## config.mk

```make
export PLATFORM = sky130hd
export DESIGN_NAME = message_fragment_framer
export DESIGN_NICKNAME = d
export VERILOG_FILES = /design/src/mff_pkg.sv /design/src/mff_front.sv /design/src/mff_job_queue.sv /design/src/mff_back.sv /design/src/message_fragment_framer.sv
export SDC_FILE = /design/constraint.sdc
export NUM_CORES = 1
export LEC_CHECK = 0
export ABC_AREA = 1
export BUFFER_PORTS_ARGS = -buffer_cell sky130_fd_sc_hd__buf_2
export CORE_MARGIN = 1.5
export CORE_UTILIZATION = 55
export DETAILED_ROUTE_END_ITERATION = 10
export PLACE_DENSITY = 0.8
export SYNTH_ARGS = -nofsm -noshare
export SYNTH_HDL_FRONTEND = slang
export SYNTH_SLANG_ARGS = --single-unit
```

## constraint.sdc

```tcl
create_clock -name clock -period 11.2 [get_ports clock]
set_input_delay 3.36 -clock clock [delete_from_list [all_inputs] [get_ports clock]]
set_output_delay 3.36 -clock clock [all_outputs]
set_load 0.02 [all_outputs]
```

## src/mff_pkg.sv

```systemverilog
// Package for the message fragment framer: sizes, framing marks, the byte
// position type and the job record that travels from the front to the back.
// No dependencies.
`timescale 1ns / 1ps

package mff_pkg;

   localparam int FRAG_BYTES    = 10240;
   localparam int MAX_FRAGMENTS = 255;
   localparam int LEN_W         = 22;
   localparam int OFFSET_W      = 14;
   localparam int FRAGLEN_W     = 16;

   localparam logic [LEN_W-1:0] MAX_LEN = LEN_W'(MAX_FRAGMENTS * FRAG_BYTES);
   localparam logic [LEN_W-1:0] FRAG_LEN = LEN_W'(FRAG_BYTES);
   localparam logic [OFFSET_W-1:0] FRAG_OFFSET = OFFSET_W'(FRAG_BYTES);

   // FRAG_BYTES is 2048 times 5; the divide by 5 is a reciprocal multiply.
   localparam int FRAG_SHIFT   = 11;
   localparam int QUOT_W       = LEN_W - FRAG_SHIFT;
   localparam int RECIP_SHIFT  = 18;
   localparam logic [15:0] RECIP = 16'd52429;
   localparam int PROD_W       = QUOT_W + 16;

   localparam logic [7:0] START_MARK = 8'hF1;
   localparam logic [7:0] END_MARK   = 8'hF2;

   typedef enum logic [2:0] {
      PH_START,
      PH_LEN_HI,
      PH_LEN_LO,
      PH_SEQ,
      PH_TOTAL,
      PH_INDEX,
      PH_DATA,
      PH_END
   } phase_type;

   typedef struct packed {
      logic [7:0]            data;
      logic                  header;
      logic                  trailer;
      logic [OFFSET_W-1:0]   frag_len;
      logic [7:0]            seq;
      logic [7:0]            total;
      logic [7:0]            index;
   } job_type;

   typedef struct packed {
      logic full;
      logic empty;
   } queue_status_type;

endpackage

```

## src/mff_front.sv

```systemverilog
// Front of the framer: accepts input items, tracks message and fragment state,
// and turns each payload byte into a job record. Depends on mff_pkg.
`timescale 1ns / 1ps

module mff_front
   import mff_pkg::*;
(
   input  logic             clock,
   input  logic             reset,
   input  logic             accept,
   input  logic [7:0]       data_byte,
   input  logic             first_of_message,
   input  logic [LEN_W-1:0] msg_len,
   output logic             job_valid,
   output job_type          job
);

   logic [7:0]          seq_ff, seq_in;
   logic [7:0]          total_ff, total_in;
   logic [7:0]          index_ff, index_in;
   logic [LEN_W-1:0]    remaining_ff, remaining_in;
   logic [OFFSET_W-1:0] offset_ff, offset_in;

   logic [LEN_W-1:0]    len_fix;
   logic [LEN_W-1:0]    len_m1;
   logic [PROD_W-1:0]   prod;
   logic [7:0]          total_new;
   logic [LEN_W-1:0]    rem_sel;
   logic [OFFSET_W-1:0] off_sel;
   logic [7:0]          index_sel;
   logic [7:0]          seq_sel;
   logic [7:0]          total_sel;
   logic [LEN_W-1:0]    rem_next;
   logic [OFFSET_W-1:0] off_next;
   logic                trailer;

   always_comb begin
      len_fix = (msg_len == '0) ? LEN_W'(1) : msg_len;
      if (len_fix > MAX_LEN) begin
         len_fix = MAX_LEN;
      end
      len_m1    = len_fix - LEN_W'(1);
      prod      = PROD_W'(len_m1[LEN_W-1:FRAG_SHIFT]) * PROD_W'(RECIP);
      total_new = prod[RECIP_SHIFT+7:RECIP_SHIFT] + 8'd1;

      if (first_of_message) begin
         rem_sel   = len_fix;
         off_sel   = '0;
         index_sel = '0;
         total_sel = total_new;
         seq_sel   = (remaining_ff != '0) ? seq_ff + 8'd1 : seq_ff;
      end else begin
         rem_sel   = remaining_ff;
         off_sel   = offset_ff;
         index_sel = index_ff;
         total_sel = total_ff;
         seq_sel   = seq_ff;
      end

      rem_next = rem_sel - LEN_W'(1);
      off_next = off_sel + OFFSET_W'(1);
      trailer  = (rem_next == '0) || (off_next >= FRAG_OFFSET);

      job.data     = data_byte;
      job.header   = (off_sel == '0);
      job.trailer  = trailer;
      job.frag_len = (rem_sel < FRAG_LEN) ? rem_sel[OFFSET_W-1:0] : FRAG_OFFSET;
      job.seq      = seq_sel;
      job.total    = total_sel;
      job.index    = index_sel;
      job_valid    = accept && (rem_sel != '0);

      seq_in       = seq_ff;
      total_in     = total_ff;
      index_in     = index_ff;
      remaining_in = remaining_ff;
      offset_in    = offset_ff;
      if (job_valid) begin
         total_in     = total_sel;
         remaining_in = rem_next;
         offset_in    = off_next;
         index_in     = index_sel;
         seq_in       = seq_sel;
         if (trailer) begin
            offset_in = '0;
            index_in  = index_sel + 8'd1;
            if (rem_next == '0) begin
               seq_in   = seq_sel + 8'd1;
               index_in = '0;
            end
         end
      end
   end

   always_ff @(posedge clock) begin
      if (reset) begin
         seq_ff       <= '0;
         total_ff     <= '0;
         index_ff     <= '0;
         remaining_ff <= '0;
         offset_ff    <= '0;
      end else begin
         seq_ff       <= seq_in;
         total_ff     <= total_in;
         index_ff     <= index_in;
         remaining_ff <= remaining_in;
         offset_ff    <= offset_in;
      end
   end

endmodule

```

## src/mff_job_queue.sv

```systemverilog
// Two-entry queue of job records between the front and the back of the framer.
// Depends on mff_pkg.
`timescale 1ns / 1ps

module mff_job_queue
   import mff_pkg::*;
(
   input  logic             clock,
   input  logic             reset,
   input  logic             wr_en,
   input  job_type          wr_job,
   input  logic             rd_en,
   output job_type          rd_job,
   output queue_status_type status
);

   job_type    entry_ff [2];
   logic       wr_ptr_ff, wr_ptr_in;
   logic       rd_ptr_ff, rd_ptr_in;
   logic [1:0] count_ff, count_in;

   always_comb begin
      status.full  = (count_ff == 2'd2);
      status.empty = (count_ff == 2'd0);
      rd_job       = entry_ff[rd_ptr_ff];
      wr_ptr_in    = wr_en ? ~wr_ptr_ff : wr_ptr_ff;
      rd_ptr_in    = rd_en ? ~rd_ptr_ff : rd_ptr_ff;
      count_in     = count_ff + 2'(wr_en) - 2'(rd_en);
   end

   always_ff @(posedge clock) begin
      if (wr_en) begin
         entry_ff[wr_ptr_ff] <= wr_job;
      end
   end

   always_ff @(posedge clock) begin
      if (reset) begin
         wr_ptr_ff <= 1'b0;
         rd_ptr_ff <= 1'b0;
         count_ff  <= '0;
      end else begin
         wr_ptr_ff <= wr_ptr_in;
         rd_ptr_ff <= rd_ptr_in;
         count_ff  <= count_in;
      end
   end

endmodule

```

## src/mff_back.sv

```systemverilog
// Back of the framer: walks the head job byte by byte (header, payload,
// trailer) into an output register. Depends on mff_pkg.
`timescale 1ns / 1ps

module mff_back
   import mff_pkg::*;
(
   input  logic       clock,
   input  logic       reset,
   input  logic       job_avail,
   input  job_type    job,
   output logic       job_done,
   output logic       rsp_empty,
   input  logic       rsp_pop,
   output logic [7:0] rsp_out_byte,
   output logic       rsp_fragment_end,
   output logic       rsp_run_last
);

   phase_type  phase_ff, phase_in;
   phase_type  phase_eff;
   logic       valid_ff, valid_in;
   logic [7:0] byte_ff, byte_in;
   logic       end_ff, end_in;
   logic       last_ff, last_in;
   logic       load;
   logic       last;
   logic [FRAGLEN_W-1:0] frag_len16;

   always_comb begin
      frag_len16 = FRAGLEN_W'(job.frag_len);
      phase_eff  = (phase_ff == PH_START && !job.header) ? PH_DATA : phase_ff;
      last       = (phase_eff == PH_END) || (phase_eff == PH_DATA && !job.trailer);
      load       = job_avail && (!valid_ff || rsp_pop);
      job_done   = load && last;

      case (phase_eff)
         PH_START:  byte_in = START_MARK;
         PH_LEN_HI: byte_in = frag_len16[15:8];
         PH_LEN_LO: byte_in = frag_len16[7:0];
         PH_SEQ:    byte_in = job.seq;
         PH_TOTAL:  byte_in = job.total;
         PH_INDEX:  byte_in = job.index;
         PH_DATA:   byte_in = job.data;
         PH_END:    byte_in = END_MARK;
         default:   byte_in = START_MARK;
      endcase
      end_in  = (phase_eff == PH_END);
      last_in = last;

      phase_in = phase_ff;
      if (load) begin
         phase_in = last ? PH_START : phase_type'(phase_eff + 3'd1);
      end
      valid_in = load || (valid_ff && !rsp_pop);

      rsp_empty        = !valid_ff;
      rsp_out_byte     = byte_ff;
      rsp_fragment_end = end_ff;
      rsp_run_last     = last_ff;
   end

   always_ff @(posedge clock) begin
      if (load) begin
         byte_ff <= byte_in;
         end_ff  <= end_in;
         last_ff <= last_in;
      end
   end

   always_ff @(posedge clock) begin
      if (reset) begin
         phase_ff <= PH_START;
         valid_ff <= 1'b0;
      end else begin
         phase_ff <= phase_in;
         valid_ff <= valid_in;
      end
   end

endmodule

```

## src/message_fragment_framer.sv

```systemverilog
// Top level of the message fragment framer: front, job queue and back.
// Depends on mff_pkg, mff_front, mff_job_queue and mff_back.
//
//   Channel   Ports                                          Direction
//   request   req_push req_full req_data_byte                in
//             req_first_of_message req_msg_len
//   response  rsp_empty rsp_pop rsp_out_byte                 out
//             rsp_fragment_end rsp_run_last
//
// The front takes one item per cycle while the two-entry job queue has room.
// The back sends one framed byte per cycle while rsp_pop takes them: an item
// yields 1 to 8 framed bytes (7 or 8 at a fragment's first byte), through the
// single output byte register; a mid-fragment payload byte yields just one.
// Synchronous reset clears all message state and both queues.
// Output stalls fill the job queue and then raise req_full.
`timescale 1ns / 1ps

module message_fragment_framer
   import mff_pkg::*;
(
   input  logic             clock,
   input  logic             reset,
   input  logic             req_push,
   output logic             req_full,
   input  logic [7:0]       req_data_byte,
   input  logic             req_first_of_message,
   input  logic [LEN_W-1:0] req_msg_len,
   output logic             rsp_empty,
   input  logic             rsp_pop,
   output logic [7:0]       rsp_out_byte,
   output logic             rsp_fragment_end,
   output logic             rsp_run_last
);

   logic             accept;
   logic             job_valid;
   job_type          front_job;
   job_type          head_job;
   logic             job_done;
   queue_status_type q_status;

   assign req_full = q_status.full;
   assign accept   = req_push && !q_status.full;

   mff_front u_front (
      .clock            (clock),
      .reset            (reset),
      .accept           (accept),
      .data_byte        (req_data_byte),
      .first_of_message (req_first_of_message),
      .msg_len          (req_msg_len),
      .job_valid        (job_valid),
      .job              (front_job)
   );

   mff_job_queue u_queue (
      .clock  (clock),
      .reset  (reset),
      .wr_en  (job_valid),
      .wr_job (front_job),
      .rd_en  (job_done),
      .rd_job (head_job),
      .status (q_status)
   );

   mff_back u_back (
      .clock            (clock),
      .reset            (reset),
      .job_avail        (!q_status.empty),
      .job              (head_job),
      .job_done         (job_done),
      .rsp_empty        (rsp_empty),
      .rsp_pop          (rsp_pop),
      .rsp_out_byte     (rsp_out_byte),
      .rsp_fragment_end (rsp_fragment_end),
      .rsp_run_last     (rsp_run_last)
   );

`ifndef SYNTHESIS
   a_trailer_closes_run: assert property (@(posedge clock) disable iff (reset)
      (!rsp_empty && rsp_fragment_end) |-> (rsp_out_byte == END_MARK && rsp_run_last))
      else $error("trailer item is not the last of its run");

   a_queue_status: assert property (@(posedge clock) disable iff (reset)
      !(q_status.full && q_status.empty))
      else $error("job queue is both full and empty");

   a_reset_clears: assert property (@(posedge clock)
      reset |=> (rsp_empty && q_status.empty))
      else $error("reset did not clear the queues");

   a_done_needs_job: assert property (@(posedge clock) disable iff (reset)
      job_done |-> !q_status.empty)
      else $error("job retired from an empty queue");
`endif

endmodule

```

# Yosys cells after proc, flatten, opt, wreduce, memory -nomap -nowiden
# Memories as Yosys holds them, arrays and structs flattened. A register that Yosys moved wholly into a read port is not among the register bits.
# Cells that the tools add are included.
[totals] register_bits=78 ram_bits=96 input_bits=35 output_inout_bits=12 wordCells=84 mem_count=1
[memory_table] memory="u_queue.entry_ff" depth=2 width=48 read_ports=1 rd_ports_with_merged_regs=1 wr=1 line_no="mff_job_queue.sv:17" rtl="job_type entry_ff [2];"
[op_classes] addsub=10 mul=1 order_cmp=3 eq_ne=8 muxes=21 bitwise=2 reduce_logical=25
[ops] cell="two-way mux 22 bit" n=3
[ops] cell="two-way mux 8 bit" n=8
[ops] cell="one-hot mux 8 bit (8 select lines)" n=1
[ops] cell="zero test 22 bit" n=2
[ops] cell="nonzero test 22 bit" n=2
[ops] cell="subtractor 22 x 1 -> 22 bit (second input constant)" n=2
[ops] cell="two-way mux 14 bit" n=3
[ops] cell="adder 8 x 1 -> 8 bit (second input constant)" n=4
[ops] cell="multiplier 11 x 16 -> 26 bit (second input constant)" n=1
[ops] cell="greater-than comparator 22 bit (second input constant)" n=1
[ops] cell="< comparator 22 x 14 -> 1 bit (second input constant)" n=1
[ops] cell="adder 14 x 1 -> 14 bit (second input constant)" n=1
[ops] cell="greater-or-equal comparator 14 bit (second input constant)" n=1
[ops] cell="zero test 14 bit" n=1
[ops] cell="== test 3 bit (second input constant)" n=4
[ops] cell="logical AND 1 bit" n=7
[ops] cell="== test 3 x 2 -> 1 bit (second input constant)" n=2
[ops] cell="zero test 1 bit" n=6
[ops] cell="zero test 3 bit" n=2
[ops] cell="two-way mux 3 bit" n=2
[ops] cell="logical OR 1 bit" n=4
[ops] cell="two-way mux 1 bit" n=4
[ops] cell="adder 3 x 1 -> 3 bit (second input constant)" n=1
[ops] cell="== test 3 x 1 -> 1 bit (second input constant)" n=1
[ops] cell="5 further kinds" n=6

# Depth between registers and ports, before layout
# Gate-level depths: netlist of the first run.
[logic_depth] ltp_word=9 depth_mapped=51 depth_no_buf=50

# Hierarchy
# A second synthesis of the first run with hierarchy kept.
[hier_totals] cells_unflattened=1562 hier_area_um2=12683.4
[by_module_without_submodules] mod="mff_front" n_inst=1 cells_each=1220 area_each_um2=7847.5 seq_area_each_um2=1201.2
[by_module_without_submodules] mod="mff_job_queue" n_inst=1 cells_each=180 area_each_um2=3766.1 seq_area_each_um2=2982.9
[by_module_without_submodules] mod="mff_back" n_inst=1 cells_each=159 area_each_um2=1056.0 seq_area_each_um2=380.4
[by_module_without_submodules] mod="message_fragment_framer" n_inst=1 cells_each=3 area_each_um2=13.8 seq_area_each_um2=0.0

# Worst setup path before layout of the first run
# OpenSTA, ideal clock, no wires.
[synth_path] path_type="input port to flip-flop" from="input req_msg_len[1]" to="memory u_queue.entry_ff[0][15] in the netlist's numbering (data pin)" setup_time_ns=0.259 t_arrival_ns=10.109 required_ns=10.941 slack_ns=0.833 stages=42 path_buffers=1 cell_sequence="nor2_1 -> nand2_1 -> nor2_1 -> nand3_1 -> nand4_1 -> nand2_4 -> buf_6 -> o21ai_0 -> nand4_1 -> or2_1 -> nor2_1 -> nand2_1 -> nor2_1 -> inv_1 -> nor2_1 -> inv_1 -> nor2_2 -> nand2_1 -> [6 not listed] -> inv_1 -> fa_1 -> inv_1 -> fa_1 -> inv_1 -> ha_1 -> nand2_1 -> or4_1 -> nor3_1 -> nand3_1 -> nand3b_1 -> nand2_1 -> nor2_2 -> nand2_1 -> nor2_1 -> nand3_1 -> nand3_1 -> nand2_1"
[synth_rtl] element="from (decl)" line_no="message_fragment_framer.sv:27" rtl="input logic [LEN_W-1:0] req_msg_len,"
[synth_rtl] element="to (decl)" line_no="mff_job_queue.sv:17"

==> flow_summary.ini, run 1 <==
[sta]
fmax_ghz = 0.09479
hold_viol_final = 0
timing.final.crit_share_pct = 94.19
worstMarginPinSlew_ps = 1043
min_period_ps = 10550
timing.clock.skew_ps = 10.17
tns_ps = 0
report.final.setup_viol = 0
relSlewSlack_pct = 30.39
rsz0062_at_grt = no
final_max_slew_viol_count = 0

[finish]
nets = 1745
drive_gt1_share_pct = 9.131
multiInputGateArea_um2 = 6586
layout_commonest_cell = nand2_1
syn_to_final_growth_pct = 8.890
final_cell_mix = 361 x nand2_1, 238 x inv_1, 149 x nor2_1
diodes = 0
regArea_um2 = 4564
n_fill_cell = 1892

[power]
power_switching_share_pct = 46.74
ir_worst_vdd_mv = 0.1371
comb_power_share_pct = 54.0
report.power.total_mw = 3.305
power_leakage_nw = 6.070
p_int_mw = 1.760
clock_power_share_pct = 17.8
power_density_nw_per_um2 = 247.9
seq_power_share_pct = 28.1
p_sw_mw = 1.545

[clock_network]
htreeDepth = 4
cts.clk_slew.worst_paths_ps = 80
cts_setup_buffers = 0
numClockSinks = 175
clock_tree.root_cell = clkbuf_16
clk_path_buf_depth = 2
cts_resized = 0
clk_latency_ps = 440
cts_made_buffers = 17
hold_buffers = 0
cts_tree = done

[worst_setup_path]
cp.arrival_ps = 10730
crit_path_start_kind = input pin
endpoint_kind = register
required_ps = 11380
reg2reg_to = u_front.remaining_ff[4]$_SDFFE_PP0P_
max_stage_delay_ps = 580
cp_max_fo = 6
r2r_start = u_front.remaining_ff[1]$_SDFFE_PP0P_
slowest_stage = fa_1
r2r_cells = 13
crit_type = in -> reg
r2r_setup_slack_ps = 7110

[global_route]
grt_max_degree = 50
grt_pass1_wl_um = 49030
grt_usage_pct = 26.16
antenna_found_initial = 0
grt_pass1_vias = 9998
globalRouteOverflowTotal = 0

[detailed_routing]
wl_um = 29800
vias = 10460
dr.first_iter.drc_count = 973
drc = 0
first_pass_iters = 5
post_drt_wl_per_cell_um = 15.86
ant_nets = 0
viasPerCell = 5.567

[synthesis]
postSynthCellCount = 1554
synth.area.top_cells = edfxtp_1 26%, dfxtp_1 11%, nand2_1 11%, ha_1 8.8%, inv_1 7.3%
yosysSeqAreaShare_pct = 37.28
ys_ff_latch = 175
yosysTopAreaCellShare_pct = 26.00
avgSynthCellArea_um2 = 7.879
syn_area_um2 = 12240
synthFlopType = edfxtp_1
ys_types = 63
synth_compound_area_share_pct = 10.73
yosysWarnings = 0
syn_nets = 1713
yosys.area_share.simple_pct = 24.41
synth_top_family_by_area = simple AND/OR/NAND/NOR gates
yosysTopAreaCell = edfxtp_1
synthAdderAreaFrac_pct = 15.00
synth_edf_count = 106
synthMuxAreaShare_pct = 0.08175
synth_xor_area_share_pct = 3.290
async_flop_share_pct = 0

[place]
dpl.hpwl_um = 22580
portBuffers = 46
gp_routability_congestion = 0.9221

[min_path]
hold_path_class = reg -> reg
hold_depth = 2
worstHoldEndpoint = u_front.total_ff[1]$_SDFFE_PP0P_
min_from = u_front.total_ff[1]$_SDFFE_PP0P_

[floorplan]
rows = 54
coreArea_um2 = 21820
fp.dieW_um = 152.2
dieArea_um2 = 23170
die_h_um = 152.2
ios = 47
start_util_pct = 56.11

[job]
cap_violations = 0

[outcome]
outcome = completed
flip-flops by register name (all words and copies together) (netlist names), named ones only:
register,flops
u_back.valid_ff,1
u_front.offset_ff,14
u_queue.count_ff,2
u_back.rsp_out_byte,8
u_front.remaining_ff,22
u_back.rsp_run_last,1
u_back.phase_ff,3
u_front.index_ff,8
u_queue.rd_ptr_ff,1
u_queue.entry_ff,96
u_queue.wr_ptr_ff,1
u_back.rsp_fragment_end,1
u_front.total_ff,8
u_front.seq_ff,8
metal layers:
metal	track usage, %	part of all wire (%)	vias up
li1	-	-	5129
met1	35.50	45	4920
met2	42.68	47	364
met3	4.380	6.2	48
met4	8.692	2.3	0
met5	0	0	-
power groups by stage:
stage / clock network [mW] / registers [mW] / logic (mW)
floorplan: 0 / 0.957 / 1.27
global placement: 0 / 0.936 / 1.72
detailed placement: 0 / 0.944 / 1.75
CTS: 0.593 / 0.930 / 1.77
global route: 0.623 / 0.943 / 2.03
finish: 0.589 / 0.930 / 1.79
final cells by class:
class	instances	area share [%]
clock buffers	17	3.191
repair buffers	55	2.233
inverters	250	7.048
well taps	280	2.628
flip-flops and latches	175	34.23
clock inverters	15	1.267
multi-input cells	1087	49.40
worst max-delay path by stage:
stage,start,to,slack [ps],cells past startpoint
final,req_msg_len[19],u_queue.entry_ff[1][15]$_DFFE_PP_,650,44
after global routing,req_msg_len[19],u_queue.entry_ff[1][15]$_DFFE_PP_,30,44
after CTS,req_msg_len[2],u_queue.entry_ff[1][15]$_DFFE_PP_,640,45
after detailed placement,req_msg_len[1],u_queue.entry_ff[0][15]$_DFFE_PP_,190,45
after global placement,req_msg_len[1],u_queue.entry_ff[0][15]$_DFFE_PP_,400,42
after floorplan,req_msg_len[1],u_queue.entry_ff[0][15]$_DFFE_PP_,830,42
cell families after synthesis:
logic type / after synthesis
AOI/OAI and AO/OA: 224
and+or+nand+nor: 692
adders and majority gates: 124
xor gates and xnor gates: 46
DFF: 175
muxes: 1
buffers and inverters: 292
synth_stat cells, drive strengths merged (6+ instances only):
library cell and n:
nand2 372, inv 244, nor2 166, edfxtp 106, a21oi 100, ha 86
o21ai 82, nand3 80, dfxtp 69, fa 38, xor2 31, nor3 30
clkbuf 26, nand4 17, buf 16, xnor2 15, nor4 12, a211oi 8
o211ai 7, clkinv 6, nand3b 6
per-stage QoR:
| step | utilization, % | instances | worst slack, ps | area (µm²) | hold slack (ps) |
|---|---|---|---|---|---|
| after floorplan | - | 1554 | 832.5 | 12240 | 424.3 |
| after global placement | 58.28 | 1847 | 404.8 | 12720 | 436.6 |
| after detailed placement | 58.28 | 1847 | 191.2 | 12720 | 442.3 |
| after CTS | 61.01 | 1879 | 636.9 | 13310 | 455.4 |
| after global routing | 61.09 | 1879 | 25.75 | 13330 | 468.1 |
| final | 61.09 | 1879 | 650.5 | 13330 | 455.0 |
worst max-delay path: cells and delay by family:
| family | cells | cell delay [ps] |
|---|---|---|
| AO/OA/AOI/OAI | 1 | 80 |
| XOR/XNOR | 1 | 190 |
| adder cells (fa/ha/maj) | 6 | 2810 |
| buffers and inverters | 10 | 790 |
| AND/OR/NAND/NOR | 26 | 3520 |
(Power assumes the default switching activity.)
==> run 2, diff against run 1 <==
- CORE_MARGIN: 1.5 -> 5
==> run 2 against run 1 <==
Largest power group unchanged; via count decreased by 1.3%; clock skew increased by 5.8 ps; sequential share of layout area fell by 0.19 points; critical path type unchanged.
==> flow_summary.ini, run 2 (same netlist as run 1, synthesis figures left out) <==
[worst_setup_path]
crit_type = in -> reg
cp.arrival_ps = 10710
r2r_setup_slack_ps = 7790
cp_num_buf_inv = 10
endpoint_kind = register
r2r_cells = 14
path_delay_family = simple AND/OR/NAND/NOR gates
required_ps = 11380
slowest_stage = fa_1
cp_max_fo = 6
crit_path_start_kind = input pin
max_stage_delay_ps = 580
r2r_start = u_front.remaining_ff[1]$_SDFFE_PP0P_
reg2reg_to = u_front.total_ff[2]$_SDFFE_PP0P_

[finish]
fin_area_um2 = 13410
final_cell_mix = 361 x nand2_1, 238 x inv_1, 149 x nor2_1
largest_register = u_queue.entry_ff
drive_gt1_share_pct = 9.188
largest_register_ffs = 96
layout.cells.non_filler = 1880
nets = 1746
final_util_pct = 61.24
syn_to_final_growth_pct = 9.483
n_fill_cell = 1908
layout_commonest_cell = nand2_1
biggestRegsByFlops = u_queue.entry_ff (96), u_front.remaining_ff (22), u_front.offset_ff (14)
diodes = 0

[sta]
timing.final.crit_share_pct = 94.01
min_period_ps = 10530
timing.clock.skew_ps = 15.98
final_max_slew_viol_count = 0
fin_hold_ws_ps = 458.3
hold_viol_final = 0
worstMarginPinSlew_ps = 992.3
rsz0062_at_grt = no
fmax_ghz = 0.09498
report.final.setup_viol = 0
tns_ps = 0
layout_setup_ws_ps = 671.1
relSlewSlack_pct = 33.77

[global_route]
grt_pass1_wl_um = 48670
grt_pass1_vias = 9835
grt_usage_pct = 23.20
globalRouteOverflowTotal = 0
grt_max_degree = 49
antenna_found_initial = 0

[detailed_routing]
post_drt_wl_per_cell_um = 15.72
viasPerCell = 5.489
first_pass_iters = 7
ant_nets = 0
wl_um = 29560
drc = 0
vias = 10320
dr.first_iter.drc_count = 1013

[power]
power_leakage_nw = 6.108
power_density_nw_per_um2 = 251.9
report.power.total_mw = 3.376
ir_worst_vdd_mv = 0.1703

[min_path]
min_from = u_front.total_ff[1]$_SDFFE_PP0P_
hold_path_class = reg -> reg
hold_depth = 2
worstHoldEndpoint = u_front.total_ff[1]$_SDFFE_PP0P_

[floorplan]
dieArea_um2 = 25350
fp.dieW_um = 159.2
start_util_pct = 55.93
coreArea_um2 = 21890
ios = 47
die_h_um = 159.2
rows = 54

[clock_network]
cts_made_buffers = 17
numClockSinks = 175
clock_tree.root_cell = clkbuf_16
htreeDepth = 4
cts_tree = done
cts.clk_slew.worst_paths_ps = 70
clk_latency_ps = 440
clk_path_buf_depth = 2
hold_buffers = 0

[place]
portBuffers = 46
pre_cts_ws_ps = 200.8
dpl.hpwl_um = 22080
gp_routability_congestion = 0.9874
placed_cell_area_um2 = 12720
place_inst = 1847

[outcome]
outcome = completed

[job]
cap_violations = 0
run 2: cell types whose count changed in the layout (fill, tap and decap cells not counted), moves of 2 or more:
cell,change
bufinv_16,+3
clkinv_4,-4
inv_6,+2
inv_8,-2
run 2: how the worst max path moves through the flow:
stage	from	end	slack (ps)	cells past startpoint
final	req_msg_len[19]	u_queue.entry_ff[0][15]$_DFFE_PP_	670	44
after global routing	req_msg_len[19]	u_queue.entry_ff[1][15]$_DFFE_PP_	1	44
after CTS	req_msg_len[3]	u_queue.entry_ff[0][15]$_DFFE_PP_	630	45
after detailed placement	req_msg_len[3]	u_queue.entry_ff[0][15]$_DFFE_PP_	200	45
after global placement	req_msg_len[1]	u_queue.entry_ff[0][15]$_DFFE_PP_	420	45
after floorplan	req_msg_len[1]	u_queue.entry_ff[0][15]$_DFFE_PP_	830	42
run 2: cell type report:
cell class,instances,area (µm²),area share (%)
repair buffers,56,305.3,2.277
well taps,280,350.3,2.613
clock inverters,15,235.2,1.755
multi-input cells,1087,6585,49.12
inverters,250,939.7,7.009
flip-flops and latches,175,4564,34.05
clock buffers,17,425.4,3.173
run 2: worst reg2reg max path: stages, from the launching register on:
cell and delay, ps:
dfxtp_1 330, inv_1 50, nor2_1 40, a31oi_2 430, ha_1 230, nand2_1 60, nor4_1 320, nand4_1 200
nand2_1 130, clkinv_1 590, buf_4 520, nor2_1 190, nor2_1 60, o21ai_0 100, inv_1 50
run 2: what timing repair did:
action,in CTS,in global routing
resized for setup,0,4
endpoints found under the hold margin,0,0
setup buffers,0,1
endpoints found under the setup margin,0,11
run 2: layer usage:
layer,global-route usage (%),up-vias,part of all wire (%)
li1,-,5124,-
met5,0,-,0
met1,32.37,4756,45
met3,3.417,61,6.1
met2,37.45,379,46
met4,7.484,0,2.6
run 2: power by group:
group          internal (mW)  total [mW]  leakage (nW)  switching [mW]
logic                  0.586        1.79          4.22            1.20
clock network          0.368       0.658         0.322           0.290
registers              0.877       0.932          1.57          0.0548
total                   1.83        3.38          6.11            1.55
==> run 3, diff against run 2 <==
- SLEW_MARGIN: not set -> 40
- clock period: 11.2 -> 13.2 ns (I/O delays scaled with it)
==> run 3 against run 2 <==
Setup slack better by 1100 ps; count of clock-buffer cells in the layout unchanged; final cell count shrank 0.11%; core utilization shrank 0.35 points; sequential power is 15% lower; design area is 0.58% lower; global-route usage down 0.61 points; wire length fell by 1.4%; power fell by 16%; clock skew is essentially flat; combinational power fell by 16%; sequential share of layout area grew 0.20 points; largest cell class unchanged.
==> flow_summary.ini, run 3 (same netlist as run 1, synthesis figures left out) <==
[finish]
final_util_pct = 60.88
syn_to_final_growth_pct = 8.850
diodes = 0
fin_area_um2 = 13330
largest_register = u_queue.entry_ff
layout_commonest_cell = nand2_1
nets = 1744
layout.cells.non_filler = 1878
final_cell_mix = 361 x nand2_1, 237 x inv_1, 149 x nor2_1
largest_register_ffs = 96
drive_gt1_share_pct = 8.886
biggestRegsByFlops = u_queue.entry_ff (96), u_front.remaining_ff (22), u_front.offset_ff (14)

[clock_network]
cts_tree = done
cts_resized = 0
hold_buffers = 0
htreeDepth = 4
cts_setup_buffers = 0
clock_tree.root_cell = clkbuf_16
cts_made_buffers = 17
cts.clk_slew.worst_paths_ps = 70
clk_latency_ps = 430
numClockSinks = 175
clk_path_buf_depth = 2

[detailed_routing]
first_pass_iters = 6
route.met2.wl_um = 13570
post_drt_wl_per_cell_um = 15.52
top_layer = met4
drc = 0
vias = 10330
wl_um = 29150
dr.first_iter.drc_count = 807
wl_met1_um = 13420
ant_nets = 0
wl_met3_um = 1572
viasPerCell = 5.500

[floorplan]
rows = 54
dieArea_um2 = 25350
start_util_pct = 55.93
die_h_um = 159.2
fp.dieW_um = 159.2
ios = 47
coreArea_um2 = 21890

[worst_setup_path]
crit_type = in -> reg
required_ps = 13380
cp.arrival_ps = 11610
cp_num_cells = 47
r2r_setup_slack_ps = 9830
endpoint_kind = register
max_stage_delay_ps = 590
slowest_stage = fa_1
reg2reg_to = u_back.rsp_out_byte[7]$_DFFE_PP_
path_delay_family = simple AND/OR/NAND/NOR gates
cp_num_buf_inv = 11
r2r_cells = 13
cp_max_fo = 26
crit_path_start_kind = input pin

[global_route]
antenna_found_initial = 0
grt_usage_pct = 22.60
grt_pass1_wl_um = 47670
grt_pass1_vias = 9793
grt_max_degree = 49
globalRouteOverflowTotal = 0

[place]
gp_routability_congestion = 0.9691
pre_cts_ws_ps = 1408
portBuffers = 46
place_inst = 1846
dpl.hpwl_um = 22040
placed_cell_area_um2 = 12710

[min_path]
min_from = u_front.total_ff[0]$_SDFFE_PP0P_
hold_path_class = reg -> reg
worstHoldEndpoint = u_front.total_ff[0]$_SDFFE_PP0P_
hold_depth = 2

[sta]
tns_ps = 0
fmax_ghz = 0.08746
report.final.setup_viol = 0
layout_setup_ws_ps = 1766
timing.clock.skew_ps = 15.81
fin_hold_ws_ps = 465.7
hold_viol_final = 0
relSlewSlack_pct = 41.65
timing.final.crit_share_pct = 86.62
rsz0062_at_grt = no
worstMarginPinSlew_ps = 866.2
final_max_slew_viol_count = 0
min_period_ps = 11430

[power]
report.power.total_mw = 2.821
ir_worst_vdd_mv = 0.1275
power_density_nw_per_um2 = 211.7
power_leakage_nw = 6.072

[outcome]
outcome = completed

[job]
cap_violations = 0
-- run 3: area by class of cell --
| class | count | area [µm²] |
|---|---|---|
| clock buffer | 17 | 425.4 |
| clock inverter | 15 | 190.2 |
| fill | 1879 | 8563 |
| inverter | 250 | 939.7 |
| multi-input combinational | 1087 | 6568 |
| sequential | 175 | 4564 |
| tap | 280 | 350.3 |
| timing repair buffer | 54 | 290.3 |
-- run 3: layer usage --
layer,global-route usage (%),vias up
li1,-,5127
met1,31.88,4827
met2,36.86,335
met3,3.132,40
met4,5.971,0
met5,0,-
-- run 3: worst max path at each step --
stage | slack, ps | startpoint | endpoint
2_1_floorplan | 2230 | req_msg_len[1] | u_queue.entry_ff[0][15]$_DFFE_PP_
3_3_place_gp | 1660 | req_msg_len[19] | u_queue.entry_ff[0][15]$_DFFE_PP_
3_5_place_dp | 1410 | req_msg_len[3] | u_queue.entry_ff[0][15]$_DFFE_PP_
4_1_cts | 1850 | req_msg_len[3] | u_queue.entry_ff[1][15]$_DFFE_PP_
5_1_grt | 970 | req_msg_len[19] | u_queue.entry_ff[1][15]$_DFFE_PP_
6_report | 1770 | req_msg_len[19] | u_queue.entry_ff[1][15]$_DFFE_PP_
-- run 3: power breakdown --
group | total [mW] | leakage (nW) | switching (mW) | internal [mW]
Clock | 0.526 | 0.304 | 0.236 | 0.289
Sequential | 0.790 | 1.57 | 0.0461 | 0.744
Combinational | 1.50 | 4.20 | 1.01 | 0.493
Total | 2.82 | 6.07 | 1.29 | 1.53
-- run 3: worst register-to-register path, cell delays in order (launching register included) --
cell	delay [ps]
dfxtp_1	310
buf_4	430
clkinv_1	180
nor2_1	110
o2111ai_1	130
nand2_1	150
ha_1	200
ha_1	360
nor4_1	170
or2_2	320
inv_1	90
o21ai_0	90
a2111o_1	300
or2_2	290
